[src/rtl/core/sshpd_pkg.sv]
// sshpd_pkg: types, codes and constants for the ssh packet deframer
// no dependencies; imported by ssh_packet_deframer
`default_nettype none

package sshpd_pkg;

  typedef enum logic [1:0] {
    PH_LEN  = 2'd0,
    PH_BODY = 2'd1,
    PH_MAC  = 2'd2,
    PH_ERR  = 2'd3
  } phase_t;

  localparam logic [1:0] KIND_LEN  = 2'd0;
  localparam logic [1:0] KIND_BODY = 2'd1;
  localparam logic [1:0] KIND_MAC  = 2'd2;
  localparam logic [1:0] KIND_DROP = 2'd3;

  localparam logic [1:0] ERR_NONE    = 2'd0;
  localparam logic [1:0] ERR_LARGE   = 2'd1;
  localparam logic [1:0] ERR_INVALID = 2'd2;

  localparam logic [1:0] CFG_LENGTH_LIMIT    = 2'd0;
  localparam logic [1:0] CFG_BLOCK_SIZE_LOG2 = 2'd1;
  localparam logic [1:0] CFG_MAC_SIZE        = 2'd2;

  localparam logic [31:0] MIN_LENGTH     = 32'd12;
  localparam logic [31:0] MIN_LENGTH_32B = 32'd28;
  localparam logic [4:0]  LEN_BYTES      = 5'd4;
  localparam logic [1:0]  LAST_LEN_IDX   = 2'd3;

  localparam logic [31:0] LIMIT_RESET    = 32'd35000;
  localparam logic [2:0]  BLOCK_LG_RESET = 3'd3;
  localparam logic [6:0]  MAC_RESET      = 7'd0;

  localparam logic [4:0]  MASK_32B       = 5'd31;

  // block size minus one, with log2 clamped to 3..5
  function automatic logic [4:0] block_mask(input logic [2:0] lg);
    logic [4:0] m;
    case (lg) inside
      [3'd0:3'd3]: m = 5'd7;
      3'd4:        m = 5'd15;
      default:     m = MASK_32B;
    endcase
    return m;
  endfunction

endpackage

`default_nettype wire

[src/rtl/core/ssh_packet_deframer.sv]
// ssh_packet_deframer: splits a decrypted byte stream into ssh binary packets
// depends on sshpd_pkg
//
// channel  direction  handshake            payload
// in       input      in_valid / in_stall  in_data_byte
// out      output     out_valid / out_stall out_byte, out_byte_kind, out_last_of_packet,
//                                          out_packet_seq, out_packet_length, out_error_code
// cfg      input      cfg_we               cfg_index, cfg_data
//
// one beat per cycle while in_stall is low; each beat's result is registered and appears the cycle after it is taken
// the limit is the single output register: a new beat is taken while it drains
// in_stall is high only while a result waits and out_stall holds it
// rst_n is synchronous; reset clears phase, counts, sequence, error and output valid
// a length error is sticky until reset; later beats come out as discarded
`default_nettype none

module ssh_packet_deframer
  import sshpd_pkg::*;
(
  input  wire logic        clk,
  input  wire logic        rst_n,

  input  wire logic        cfg_we,
  input  wire logic [1:0]  cfg_index,
  input  wire logic [31:0] cfg_data,

  input  wire logic        in_valid,
  output logic             in_stall,
  input  wire logic [7:0]  in_data_byte,

  output logic             out_valid,
  input  wire logic        out_stall,
  output logic [7:0]       out_byte,
  output logic [1:0]       out_byte_kind,
  output logic             out_last_of_packet,
  output logic [31:0]      out_packet_seq,
  output logic [31:0]      out_packet_length,
  output logic [1:0]       out_error_code
);

  logic [31:0] length_limit_r;
  logic [2:0]  block_lg_r;
  logic [6:0]  mac_size_r;

  phase_t      phase_r, phase_nxt;
  logic [31:0] count_r, count_nxt;
  logic [31:0] len_r, len_nxt;
  logic [31:0] seq_r, seq_nxt;
  logic [1:0]  err_r, err_nxt;

  logic        out_valid_r;
  logic [7:0]  byte_r;
  logic [1:0]  kind_r, kind_nxt;
  logic        last_r, last_nxt;
  logic [31:0] pseq_r, pseq_nxt;
  logic [31:0] plen_r, plen_nxt;

  logic        accept;
  logic [31:0] count_inc;
  logic [31:0] len_shift;
  logic [4:0]  mask;
  logic [4:0]  low_sum;
  logic        over_limit;
  logic        invalid;
  logic [1:0]  check;

  assign in_stall  = out_valid_r && out_stall;
  assign accept    = in_valid && !in_stall;

  // configuration registers
  always_ff @(posedge clk) begin
    if (!rst_n) begin
      length_limit_r <= LIMIT_RESET;
      block_lg_r     <= BLOCK_LG_RESET;
      mac_size_r     <= MAC_RESET;
    end else if (cfg_we) begin
      case (cfg_index)
        CFG_LENGTH_LIMIT:    length_limit_r <= cfg_data;
        CFG_BLOCK_SIZE_LOG2: block_lg_r     <= cfg_data[2:0];
        CFG_MAC_SIZE:        mac_size_r     <= cfg_data[6:0];
        default: ;
      endcase
    end
  end

  // length check on the assembled length word
  assign count_inc  = count_r + 32'd1;
  assign len_shift  = {len_r[23:0], in_data_byte};
  assign mask       = block_mask(block_lg_r);
  assign low_sum    = len_shift[4:0] + LEN_BYTES;
  assign over_limit = len_shift > length_limit_r;
  assign invalid    = (len_shift < MIN_LENGTH) ||
                      ((mask == MASK_32B) && (len_shift < MIN_LENGTH_32B)) ||
                      ((low_sum & mask) != 5'd0);
  assign check      = over_limit ? ERR_LARGE : (invalid ? ERR_INVALID : ERR_NONE);

  always_comb begin
    phase_nxt = phase_r;
    count_nxt = count_r;
    len_nxt   = len_r;
    seq_nxt   = seq_r;
    err_nxt   = err_r;
    kind_nxt  = KIND_DROP;
    last_nxt  = 1'b0;
    pseq_nxt  = seq_r;
    plen_nxt  = len_r;
    case (phase_r)
      PH_LEN: begin
        kind_nxt  = KIND_LEN;
        len_nxt   = len_shift;
        count_nxt = count_inc;
        plen_nxt  = 32'd0;
        if (count_r[1:0] == LAST_LEN_IDX) begin
          plen_nxt  = len_shift;
          count_nxt = 32'd0;
          if (check != ERR_NONE) begin
            err_nxt   = check;
            phase_nxt = PH_ERR;
          end else begin
            seq_nxt   = seq_r + 32'd1;
            phase_nxt = PH_BODY;
          end
        end
      end
      PH_BODY: begin
        kind_nxt  = KIND_BODY;
        pseq_nxt  = seq_r - 32'd1;
        count_nxt = count_inc;
        if (count_inc >= len_r) begin
          count_nxt = 32'd0;
          if (mac_size_r == 7'd0) begin
            last_nxt  = 1'b1;
            len_nxt   = 32'd0;
            phase_nxt = PH_LEN;
          end else begin
            phase_nxt = PH_MAC;
          end
        end
      end
      PH_MAC: begin
        kind_nxt  = KIND_MAC;
        pseq_nxt  = seq_r - 32'd1;
        count_nxt = count_inc;
        if (count_inc >= {25'd0, mac_size_r}) begin
          last_nxt  = 1'b1;
          count_nxt = 32'd0;
          len_nxt   = 32'd0;
          phase_nxt = PH_LEN;
        end
      end
      default: begin
        kind_nxt = KIND_DROP;
      end
    endcase
  end

  always_ff @(posedge clk) begin
    if (!rst_n) begin
      phase_r     <= PH_LEN;
      count_r     <= 32'd0;
      len_r       <= 32'd0;
      seq_r       <= 32'd0;
      err_r       <= ERR_NONE;
      out_valid_r <= 1'b0;
    end else begin
      if (accept) begin
        phase_r <= phase_nxt;
        count_r <= count_nxt;
        len_r   <= len_nxt;
        seq_r   <= seq_nxt;
        err_r   <= err_nxt;
      end
      if (accept) begin
        out_valid_r <= 1'b1;
      end else if (!out_stall) begin
        out_valid_r <= 1'b0;
      end
    end
  end

  // result register payload
  logic [1:0] oerr_r;

  always_ff @(posedge clk) begin
    if (accept) begin
      byte_r <= in_data_byte;
      kind_r <= kind_nxt;
      last_r <= last_nxt;
      pseq_r <= pseq_nxt;
      plen_r <= plen_nxt;
      oerr_r <= err_nxt;
    end
  end

  assign out_valid          = out_valid_r;
  assign out_byte           = byte_r;
  assign out_byte_kind      = kind_r;
  assign out_last_of_packet = last_r;
  assign out_packet_seq     = pseq_r;
  assign out_packet_length  = plen_r;
  assign out_error_code     = oerr_r;

  a_err_sticky: assert property (@(posedge clk) disable iff (!rst_n)
    phase_r == PH_ERR |=> phase_r == PH_ERR)
    else $error("error phase left without reset");

  a_drop_has_err: assert property (@(posedge clk) disable iff (!rst_n)
    out_valid_r && (kind_r == KIND_DROP) |-> oerr_r != ERR_NONE)
    else $error("discarded beat without latched error");

  a_last_kind: assert property (@(posedge clk) disable iff (!rst_n)
    out_valid_r && last_r |-> (kind_r == KIND_BODY) || (kind_r == KIND_MAC))
    else $error("end of packet on a length or discarded beat");

  a_seq_step: assert property (@(posedge clk) disable iff (!rst_n)
    accept && (phase_r == PH_LEN) && (phase_nxt == PH_BODY) |=> seq_r == $past(seq_r) + 32'd1)
    else $error("sequence number did not advance on accepted length");

endmodule

`default_nettype wire
[config.mk]
export PLATFORM = sky130hd
export DESIGN_NAME = ssh_packet_deframer
export DESIGN_NICKNAME = d
export VERILOG_FILES = /design/src/rtl/core/sshpd_pkg.sv /design/src/rtl/core/ssh_packet_deframer.sv
export SDC_FILE = /design/constraint.sdc
export NUM_CORES = 1
export LEC_CHECK = 0
export CAP_MARGIN = 0
export CORE_MARGIN = 2
export CORE_UTILIZATION = 35
export DETAILED_ROUTE_END_ITERATION = 16
export DONT_BUFFER_PORTS = 1
export SYNTH_ARGS = -nofsm -noshare
export SYNTH_HDL_FRONTEND = slang
export SYNTH_SLANG_ARGS = --single-unit
[constraint.sdc]
create_clock -name clk -period 5 [get_ports clk]
set_clock_uncertainty 0.1 [all_clocks]
set_input_delay 0.75 -clock clk [delete_from_list [all_inputs] [get_ports clk]]
set_output_delay 0.75 -clock clk [all_outputs]
set_load 0.1 [all_outputs]
* Word level (Yosys, flattened, before mapping)
Cells that the tools add are included.
Word-level totals: input bits 47, word-level logic and storage cells 92, register bits after elaboration 220, output and inout bits 79
Operators by class: magnitude comparators 7, reductions and logical operators 21, mux-type cells 31, $add $sub $neg 4, bitwise operators 2, equality and inequality tests 12
Operators by type and width (count):
- $mux 32 | 9
- $pmux 32 s3 | 2
- $add 32x1->32 const B | 2
- $ge 32x32->1 | 1
- $ge 32x7->1 | 1
- $gt 32x32->1 | 1
- $lt 32x4->1 const B | 1
- $lt 32x5->1 const B | 1
- $sub 32x1->32 const B | 1
- $mux 2 | 10
- $pmux 2 s3 | 2
- $mux 5 | 2
- $reduce_and 5->1 | 2
- $ne 2x2->1 const B | 4
- $reduce_and 2->1 | 4
- $logic_not 7->1 | 1
- $eq 2x2->1 const B | 3
- $add 5x3->5 const B | 1
- $and 5x5->5 | 1
- $eq 5x5->1 const B | 1
- $mux 1 | 5
- $reduce_bool 5->1 | 1
- $eq 2x1->1 const B | 2
- $logic_and 1x1->1 | 4
- other kinds (13) | 15

* Logic depth before layout (Yosys ltp)
word-level depth 13, gate-level depth with buffers 21, mapped depth without buffers 17

* Least setup slack after synthesis
No wires, ideal clock.
path type reg-to-reg, from reg count_r[0], to reg len_r[1], slack 0.516 ns, data arrival time 4.312 ns, data required time 4.828 ns, setup time 0.072 ns, period minus slack after synthesis 4.484 ns, stages on the path, launching flop included 21, cell sequence dfxtp_1 -> ha_1 -> clkbuf_1 -> nand4_1 -> nor4_4 -> nand2_1 -> inv_1 -> nand3_1 -> and2_1 -> or2_2 -> ha_1 -> nand4_1 -> nor4_1 -> nand3_1 -> a211oi_2 -> nand3_1 -> and3_1 -> clkbuf_1 -> a2111oi_4 -> buf_6 -> mux2i_1
On the way: cells in the longest elaborated chain, start to end 4, elaborated cells on any way between the ends 6, those cells by class 1 x add/sub; 2 x order compare; 2 x eq/ne; 1 x reduce/logical
RTL lines:
- start, declared | line ssh_packet_deframer.sv:46 | logic [31:0] count_r, count_nxt;
- start signal, assigned | line ssh_packet_deframer.sv:168 | count_r <= count_nxt;
- $add 32x1->32 * | line ssh_packet_deframer.sv:87 | assign count_inc = count_r + 32'd1;
- $ge 32x7->1 / $ge 32x32->1 (equally long branches) | line ssh_packet_deframer.sv:144, ssh_packet_deframer.sv:129
- $ne 2x2->1 (no line)
- $reduce_and 5->1 (no line) *
- end signal, assigned | line ssh_packet_deframer.sv:169 | len_r <= len_nxt;
- end, declared | line ssh_packet_deframer.sv:47 | logic [31:0] len_r, len_nxt;
Every way passes the cells marked *; elsewhere a longest branch is shown, timed or not. A chain may end at the register's enable or synchronous reset.

* Worst setup path after layout
from reg count_r[13], to reg len_r[31]
The elaborated chain is that of the path after synthesis.

==> flow_metrics.env <==
export IMPL_status="completed"
export IMPL_htreeDepth=1
export IMPL_synth_area_um2=12400
export IMPL_synth_warnings=0
export IMPL_tritoncts="done"
export IMPL_dieArea_um2=37000
export IMPL_reg2reg_slack_ns=0.39
export IMPL_worst_path_largest_cell_delay_ns=0.47
export IMPL_yosysTopAreaCell="dfxtp_1"
export IMPL_grt_pass1_wl_mm=55.2
export IMPL_critPathKind="reg -> reg"
export IMPL_synth_edf_count=77
export IMPL_rsz0062_at_grt="no"
export IMPL_setup_viol=0
export IMPL_max_freq_mhz=217
export IMPL_worstPathRequired_ns=5.36
export IMPL_clock_latency_ns=0.53
export IMPL_clockBufferDepth=3
export IMPL_total_leakage_power_uw=0.00530
export IMPL_antenna_found_initial=0
export IMPL_yosys_top_cells_count="nand2_1 (194), dfxtp_1 (143), inv_1 (96), nand3_1 (89), a21oi_1 (82)"
export IMPL_dieWidth_um=192
export IMPL_numCtsBuffers=26
export IMPL_rows=69
export IMPL_post_drt_wl_per_cell_um=19.1
export IMPL_ys_flop_type="dfxtp_1"
export IMPL_hold_viol=0
export IMPL_final_max_slew_violation_count=0
export IMPL_yosysTopAreaCellShare_pct=23.0
export IMPL_syn_nets=1525
export IMPL_io_pins=126
export IMPL_crit_family="simple AND/OR/NAND/NOR gates"
export IMPL_cp_max_fo=32
export IMPL_drive_above_1_share_pct=7.74
export IMPL_ant_nets=0
export IMPL_ys_ff_latch=220
export IMPL_drtIter0Drc=738
export IMPL_clock_sinks=220
export IMPL_totalWireLength_mm=35.2
export IMPL_hold_start="in_data_byte[1]"
export IMPL_p_clk_share_pct=39.5
export IMPL_syn_inst=1399
export IMPL_worstPathArrival_ns=4.96
export IMPL_hold_path_class="in -> reg"
export IMPL_pwr_share_seq_pct=49.0
export IMPL_ys_seq_area_share_pct=41.6
export IMPL_drcViolationCount=0
export IMPL_combPwrFrac_pct=11.4
export IMPL_ys_top_cells_by_area="dfxtp_1 (23%), edfxtp_1 (19%), ha_1 (8.0%)"
export IMPL_clockRootBuffer="clkbuf_16"
export IMPL_rr_startpoint="count_r[13]"
export IMPL_cp_start_kind="register"
export IMPL_min_period_ns=4.61
export IMPL_gp_congestion=0.910
export IMPL_start_util_pct=35.3
export IMPL_core_um2=35200
export IMPL_vias_per_cell=5.57
export IMPL_grt_start_max_net_pins=85
export IMPL_maxSlewHeadroom_pct=30.6
export IMPL_crit_chain="and4_1 -> and4_1 -> nand4_1 -> nor2_1 -> xor2_1 -> ha_1 -> nand4_1 -> nor4_1 -> nand3_1 -> a211oi_2 -> nand3_1 -> and3_1 -> a2111oi_4 -> buf_12 -> mux2i_1"
export IMPL_final_nets=1488
export IMPL_powerDensity_nw_per_um2=360
export IMPL_setup_tns_ns=0
export IMPL_die_y_um=192
export IMPL_finalCritPeriodShare_pct=92.1
export IMPL_crit_slowest_cell="dfxtp_1"
export IMPL_post_cts_setup_buffers=0
export IMPL_grt_pass1_vias=9726
export IMPL_synth_avg_cell_area_um2=8.88
export IMPL_overflow=0
export IMPL_vias=10300
export IMPL_max_cap_viol_count=0
export IMPL_clk_pin_slew_ns=0.06
export IMPL_synth_async_sr_flop_share_pct=0
export IMPL_switching_share_pct=32.4
export IMPL_final_util_pct=39.0
export IMPL_port_buffers=0
export IMPL_startpoint="count_r[13]"
export IMPL_grt_usage_pct=19.1
export IMPL_p_int_uw=3350
export IMPL_end_kind="register"
export IMPL_synth_cell_type_count=78
export IMPL_synth_most_common_cell="nand2_1"
export IMPL_antenna_cells=0
export IMPL_hpwlAfterDp_mm=24.9
export IMPL_area_growth_pct=10.5
export IMPL_first_pass_iters=5
export IMPL_path_buf_inv=1
export IMPL_tightest_slew_ns=1.04
export IMPL_ir_drop_mv=0.249
export IMPL_p_switching_uw=1600
==> metrics by stage <==
| stage | std cells | area, µm² | hold WS [ns] | total power [µW] | setup slack [ns] |
|---|---|---|---|---|---|
| after floorplan | 1399 | 12400 | 0.335 | 2860 | 0.516 |
| after global placement | 1795 | 12800 | 0.343 | 3010 | 0.418 |
| after detailed placement | 1795 | 12800 | 0.350 | 3030 | 0.302 |
| after CTS | 1843 | 13700 | 0.190 | 4990 | 0.279 |
| after global routing | 1843 | 13700 | 0.193 | 5140 | 0.0324 |
| final | 1843 | 13700 | 0.216 | 4950 | 0.393 |
==> final cells by class <==
cell class                      instances  area (µm²)
Clock inverter                         19         200
Clock buffer                           29         683
Multi-Input combinational cell        988        6490
Timing Repair Buffer                   30         238
Tap cell                              461         577
Fill cell                            3556       21500
Sequential cell                       220        5180
Inverter                               96         362
==> worst reg2reg max path, delay by kind of cell, from the launching register on <==
| kind | cells | cell delay [ns] |
|---|---|---|
| muxes | 1 | 0.27 |
| xor gates and xnor gates | 1 | 0.31 |
| AOI/OAI and AO/OA | 2 | 0.59 |
| buffers and inverters | 1 | 0.28 |
| and+or+nand+nor | 9 | 2.33 |
| adders and majority gates | 1 | 0.20 |
| DFF | 1 | 0.47 |
==> flip-flops by register name, summed over array words and instances, names as in the netlist <==
name and count:
block_lg_r 3, count_r 32, err_r 2, len_r 32, length_limit_r 32, mac_size_r 7
out_byte 8, out_byte_kind 2, out_error_code 2, out_last_of_packet 1, out_packet_length 32, out_packet_seq 32
out_valid 1, phase_r 2, seq_r 32
==> logic make-up (layout without fill, tap and decap cells) <==
family | after synthesis | after routing | share of synthesized area, %
AO/OA/AOI/OAI | 270 | 270 | 14.1
XOR/XNOR | 64 | 64 | 4.51
adder cells (fa/ha/maj) | 79 | 79 | 7.95
buffers and inverters | 191 | 174 | 6.27
flip-flops | 220 | 220 | 41.6
multiplexers | 49 | 49 | 3.95
AND/OR/NAND/NOR | 526 | 526 | 21.6
==> final timing paths <==
kind,cells past startpoint,end
max,15,len_r[31]
min,0,out_byte[1]
max reg2reg,15,len_r[31]
min reg2reg,2,length_limit_r[20]
==> routing by layer <==
metal	track usage [%]	vias up	part of all wire, %
met3	3.38	66	5.9
met5	0	-	0
li1	-	4954	-
met4	6.61	0	3.2
met1	26.2	4927	46
met2	30.0	310	45
==> power groups by stage <==
stage | combinational [µW] | clock (µW) | sequential, µW
3_5_place_dp | 559 | 0 | 2470
6_report | 565 | 1960 | 2430
3_3_place_gp | 549 | 0 | 2460
5_1_grt | 632 | 2070 | 2440
2_1_floorplan | 425 | 0 | 2430
4_1_cts | 562 | 2000 | 2430
==> repair_timing <==
item                                    CTS  global route
hold buffers                              0             0
endpoints found under the setup margin    0            29
gates resized for setup                   0             5
==> cell usage in the layout (no fill, tap or decap), drive strengths merged, types with 16 or more instances in the layout <==
master,Yosys,final
a21o,17,17
a21oi,83,83
buf,20,30
clkbuf,75,29
clkinv,0,16
dfxtp,143,143
edfxtp,77,77
ha,79,79
inv,96,95
mux2i,49,49
nand2,194,194
nand3,90,90
nand4,35,35
nor2,52,52
nor3,23,23
nor4,28,28
o211ai,20,20
o21ai,73,73
o311ai,19,19
or3,25,25
xnor2,33,33
xor2,31,31
No activity file was read; power rests on OpenSTA's default activity.
